### config.mk
export PLATFORM = sky130hd
export DESIGN_NAME = smm_ctrl
export DESIGN_NICKNAME = d
export VERILOG_FILES = /design/src/sv/smm_pkg.sv /design/src/sv/smm_ctrl.sv
export SDC_FILE = /design/constraint.sdc
export NUM_CORES = 1
export LEC_CHECK = 0
export BUFFER_PORTS_ARGS = -buffer_cell sky130_fd_sc_hd__buf_4
export CORE_MARGIN = 2
export CORE_UTILIZATION = 30
export DETAILED_ROUTE_END_ITERATION = 6
export HOLD_SLACK_MARGIN = 0.08
export PLACE_DENSITY = 0.55
export SYNTH_ARGS = -nofsm -noshare
export SYNTH_HDL_FRONTEND = slang
export SYNTH_SLANG_ARGS = --single-unit
### constraint.sdc
create_clock -name i_clk -period 3.68 [get_ports i_clk]
set_input_delay 0.368 -clock i_clk [delete_from_list [all_inputs] [get_ports i_clk]]
set_output_delay 0.368 -clock i_clk [all_outputs]
set_load 0.02 [all_outputs]
### src/sv/smm_pkg.sv
// shared types and constants for the strip matrix multiply block
package smm_pkg;

    // field widths
    localparam int CMD_W  = 2;
    localparam int IDX_W  = 5;
    localparam int VAL_W  = 16;
    localparam int MUL_W  = 32;
    localparam int PROD_W = 48;
    localparam int CFG_W  = 6;
    localparam int REG_W  = 2;

    // command codes
    localparam logic [CMD_W-1:0] CMD_WRITE_A = 2'd0;
    localparam logic [CMD_W-1:0] CMD_WRITE_B = 2'd1;
    localparam logic [CMD_W-1:0] CMD_PRODUCT = 2'd2;

    // configuration register indexes
    localparam logic [REG_W-1:0] REG_DIM        = 2'd0;
    localparam logic [REG_W-1:0] REG_STRIP_ROWS = 2'd1;

    // configuration reset values
    localparam logic [CFG_W-1:0] DIM_RESET        = 6'd32;
    localparam logic [CFG_W-1:0] STRIP_ROWS_RESET = 6'd32;

    // controller to datapath commands
    typedef struct packed {
        logic accept;    // input transaction taken this cycle
        logic issue;     // read one operand pair and advance
        logic load_out;  // move finished result into output register
    } t_dp_cmd;

    // datapath to controller status
    typedef struct packed {
        logic             req_prod;   // in-range product request on input
        logic [CFG_W-1:0] eff_dim;    // clamped dimension
        logic             pipe_busy;  // multiply-accumulate still in flight
        logic             out_free;   // output register can load this cycle
    } t_dp_status;

endpackage

### src/sv/smm_ctrl.sv
// controller state machine for the strip matrix multiply block
module smm_ctrl #(
    parameter int MAX_DIM = 32
) (
    input  logic               i_clk,
    input  logic               i_rst_n,
    input  logic               i_in_valid,
    input  smm_pkg::t_dp_status i_status,
    output smm_pkg::t_dp_cmd   o_cmd,
    output logic               o_in_stall
);

    localparam int KW = $clog2(MAX_DIM);

    localparam logic [1:0] ST_IDLE  = 2'd0;
    localparam logic [1:0] ST_RUN   = 2'd1;
    localparam logic [1:0] ST_DRAIN = 2'd2;
    localparam logic [1:0] ST_DONE  = 2'd3;

    logic [1:0]    r_state;
    logic [1:0]    n_state;
    logic [KW-1:0] r_k;
    logic [KW-1:0] n_k;
    logic          accept;
    logic          last_k;

    assign accept     = i_in_valid && (r_state == ST_IDLE);
    assign o_in_stall = (r_state != ST_IDLE);
    assign last_k     = ((32'(r_k) + 32'd1) == 32'(i_status.eff_dim));

    // next state and step counter
    always_comb begin
        n_state = r_state;
        n_k     = r_k;
        o_cmd   = '0;
        case (r_state)
            ST_IDLE: begin
                o_cmd.accept = accept;
                if (accept) begin
                    n_k = '0;
                    if (i_status.req_prod) begin
                        n_state = ST_RUN;
                    end else begin
                        n_state = ST_DONE;
                    end
                end
            end
            ST_RUN: begin
                o_cmd.issue = 1'b1;
                n_k         = r_k + KW'(1);
                if (last_k) begin
                    n_state = ST_DRAIN;
                end
            end
            ST_DRAIN: begin
                if (!i_status.pipe_busy) begin
                    n_state = ST_DONE;
                end
            end
            ST_DONE: begin
                if (i_status.out_free) begin
                    o_cmd.load_out = 1'b1;
                    n_state        = ST_IDLE;
                end
            end
            default: begin
                n_state = ST_IDLE;
            end
        endcase
    end

    // state registers
    always_ff @(posedge i_clk) begin
        if (!i_rst_n) begin
            r_state <= ST_IDLE;
            r_k     <= '0;
        end else begin
            r_state <= n_state;
            r_k     <= n_k;
        end
    end

endmodule

* Word-level counts from Yosys, hierarchy flattened
Cells that the tools add are included.
Operators by class: $add $sub $neg 2, equality and inequality tests 8, mux-type cells 12, reduce and logical (&&, ||, !) cells 6
Operators by type and width (number):
- 2-to-1 mux 2 bit | 5
- case mux 5 bit (2 select lines) | 1
- != test 2 bit, second input constant | 4
- case mux 2 bit (4 select lines) | 1
- adder 5 x 1 -> 6 bit, second input constant | 1
- equality test 6 bit | 1
- adder 5 x 1 -> 5 bit, second input constant | 1
- 2-to-1 mux 5 bit | 1
- equality test 2 bit, second input constant | 2
- 2-to-1 mux 1 bit | 4
- AND reduction 4 bit | 1
- nonzero test 2 bit | 2
- equality test 2 x 1 -> 1 bit, second input constant | 1
- logical NOT 2 bit | 1
- AND reduction 2 bit | 1
- logical AND 1 bit | 1
Word-level totals: register bits 7, input port bits 12, output and inout port bits 4

* Longest topological paths before layout
word-level depth 4, depth in mapped cells 8, gate-level depth less buffers 8

* Worst setup path before layout
OpenSTA, ideal clock, no wires.
kind register to register, start register r_k[0], end register r_state[0], arrival time 1.826 ns, slack 1.788 ns, stages on the path, launching flop included 7, buffers on the path 0, period minus slack after synthesis 1.892 ns, path through dfxtp_1 -> ha_1 -> and2b_2 -> o311ai_1 -> o2111ai_2 -> a2111oi_4 -> a2bb2oi_2
On the way: word-level cells in the longest chain between the ends 4
RTL lines:
- start: declaration | RTL line smm_ctrl.sv:22 | logic [KW-1:0] r_k;
- start signal: assignment | RTL line smm_ctrl.sv:79 | r_k <= n_k;
- adder 5 x 1 -> 6 bit | RTL line smm_ctrl.sv:29 | assign last_k = ((32'(r_k) + 32'd1) == 32'(i_status.eff_dim));
- equality test 6 bit | RTL line smm_ctrl.sv:29
- != test 2 bit (no line)
- AND reduction 4 bit (no line)
- end signal: assignment | RTL line smm_ctrl.sv:78 | r_state <= n_state;
- end: declaration | RTL line smm_ctrl.sv:20 | logic [1:0] r_state;
Every way passes these cells. A chain may end at the register's enable or synchronous reset.

* Worst setup path in the final report
Same ends and word-level chain as after synthesis.

==> results_dict.tcl <==
set metrics [dict create \
    outcome "completed" \
    routabilityCongestion 0.728 \
    avgViaCountPerCell 4.85 \
    netlist_top_cells_area "dfxtp_1, ha_1, a2111oi_4" \
    drc 0 \
    postCtsHoldBufs 0 \
    yosysMostFrequentCell "dfxtp_1" \
    powerDensity_mw_per_mm2 515 \
    antenna_left 0 \
    area_growth_pct 23.3 \
    grt_setup_unrepaired "false" \
    crit_fanout 6 \
    fin_skew_ns 0.00442 \
    synth_common_cells "dfxtp_1, ha_1" \
    fin_setup_tns_ns 0 \
    clockBufferDepth 2 \
    critical_path.max_stage_delay_ns 0.41 \
    via_count 563 \
    cts_resized 0 \
    die_h_um 50.3 \
    dieArea_sq_mm 0.00253 \
    cp.arrival_ns 2.24 \
    coreArea_sq_mm 0.00200 \
    cp.required_ns 3.87 \
    io_pins 16 \
    min_period_over_period_pct 55.8 \
    ys_ff_latch 7 \
    dp_slack_ns 1.62 \
    worst_pin_slew_ns 0.579 \
    cap_violations 0 \
    avgSynthCellArea_sq_um 8.93 \
    antenna_found_initial 0 \
    ys_async_sr_fraction_pct 0 \
    antenna_cells 0 \
    grt_first_pass_wirelength_mm 2.23 \
    port_buffers 15 \
    synth_ff_type "dfxtp_1" \
    track_usage_pct 11.6 \
    cts_made_buffers 3 \
    first_global_vias 499 \
    ir_drop_mv 0.299 \
    syn_inst 72 \
    fin_util_pct 39.6 \
    die_x_um 50.3 \
    synth_edf_count 0 \
    htree_levels 1 \
    slowest_stage "dfxtp_1" \
    crit_chain "ha_1 > and2b_2 > o311ai_1 > o2111ai_2 > a2111oi_4 > a2bb2oi_2" \
    ys_warn_count 0 \
    end_kind "flip-flop" \
    setup_viol 0 \
    hold_class "in2reg" \
    detail_route.wirelength_mm 1.29 \
    postLayoutSetupSlackWorst_ns 1.63 \
    cts_tree "yes" \
    nets 107 \
    nFillCells 219 \
    leakage_nw 0.332 \
    hold_viol 0 \
    grt_overflow_total 0 \
    crit_type "reg2reg" \
    ys_types 34 \
    numClockSinks 7 \
    cts_setup_buffers 0 \
    hpwl_mm 1.00 \
    startpoint_type "flip-flop" \
    start_util_pct 32.1 \
    slew-limit-headroom_pct 61.0 \
    wire_per_inst_um 11.1 \
    ff2ff_setup_slack_ns 1.63 \
    insertion_delay_ns 0.25 \
    fp-row-count 16 \
    register_area_sq_um 140 \
    first_pass_iters 4 \
    grt_max_degree 12 \
    synth_top_area_cell "dfxtp_1" \
    fin_crit_ns 2.05 \
    drtIter0Drc 12 \
    fmax_ghz 0.487 \
    synth_area_sq_um 643 \
    synth_top_area_share_pct 21.8 \
    seq_area_frac_synth_pct 21.8 \
    final_layout_size_suffix_gt1_share_pct 30.3 \
    multi_input_area_sq_um 469 \
    drv_slew 0 \
    synth_nets 89 \
    clockRootBuffer "clkbuf_4" \
    path_clk_slew_ns 0.06 \
]
-- worst max-delay path: cells and delay by family, from the launching register on --
| family | cells | cell delay [ns] |
|---|---|---|
| adder cells (fa/ha/maj) | 1 | 0.27 |
| AO/OA/AOI/OAI | 4 | 1.07 |
| flip-flops | 1 | 0.41 |
| AND/OR/NAND/NOR | 1 | 0.24 |
-- cell families (layout without fill, tap and decap cells) --
group,Yosys count,after routing,share of synthesized area (%)
AO/OA/AOI/OAI,20,20,27.6
XOR/XNOR,6,6,9.34
adder cells (fa/ha/maj),5,5,9.73
buffers and inverters,5,22,5.25
flip-flops,7,7,21.8
multiplexers,1,1,1.56
AND/OR/NAND/NOR,28,28,24.7
-- state kept, by name (all words and copies together), names as in the netlist --
register	cells
r_state	2
r_k	5
-- per-layer routing --
metal / track usage, % / up-vias / share of wire (%)
li1: - / 295 / -
met1: 15.4 / 251 / 51
met2: 16.9 / 15 / 42
met3: 3.87 / 2 / 6.4
met4: 5.41 / 0 / 0.78
met5: 0 / - / 0
-- report_power, final --
part           total (W)  internal [W]  leakage [nW]  switching, W
logic           0.000235      0.000101         0.261      0.000133
clock network  0.0000712     0.0000415        0.0150     0.0000298
registers       0.000102     0.0000885        0.0569     0.0000139
-- layout by cell type, fill, tap and decap left out, types with 2 or more instances in the layout --
cell	count
buf_4	15
dfxtp_1	7
ha_1	5
nand3_1	4
nor2_1	4
nor2b_1	4
nand2_1	4
inv_1	3
and2_1	3
xnor2_1	3
o21ai_0	3
a22oi_1	3
clkbuf_4	3
xor2_1	2
and2b_2	2
a21o_2	2
nor3_1	2
a31oi_1	2
-- through the flow --
| step | cells | power (W) | hold slack [ns] | instance area [sq um] |
|---|---|---|---|---|
| after global routing | 116 | 0.000442 | 0.410 | 793 |
| after detailed placement | 112 | 0.000339 | 0.548 | 767 |
| after global placement | 112 | 0.000341 | 0.538 | 767 |
| after floorplan | 72 | 0.000282 | 0.490 | 643 |
| final | 116 | 0.000408 | 0.400 | 793 |
| after CTS | 116 | 0.000414 | 0.395 | 793 |
-- area by class of cell --
class,instances,area share (%)
Clock buffer,4,3.31
Inverter,3,1.42
Multi-Input combinational cell,60,59.1
Sequential cell,7,17.7
Tap cell,27,4.26
Timing Repair Buffer,15,14.2
-- worst paths after layout --
| check | from | to | cells past startpoint |
|---|---|---|---|
| setup / recovery | r_k[0] | r_state[0] | 6 |
| hold / removal | i_rst_n | r_k[0] | 2 |
| setup reg to reg | r_k[0] | r_state[0] | 6 |
| hold reg to reg | r_state[1] | r_state[1] | 2 |
Power figures use the tool's default switching activity.
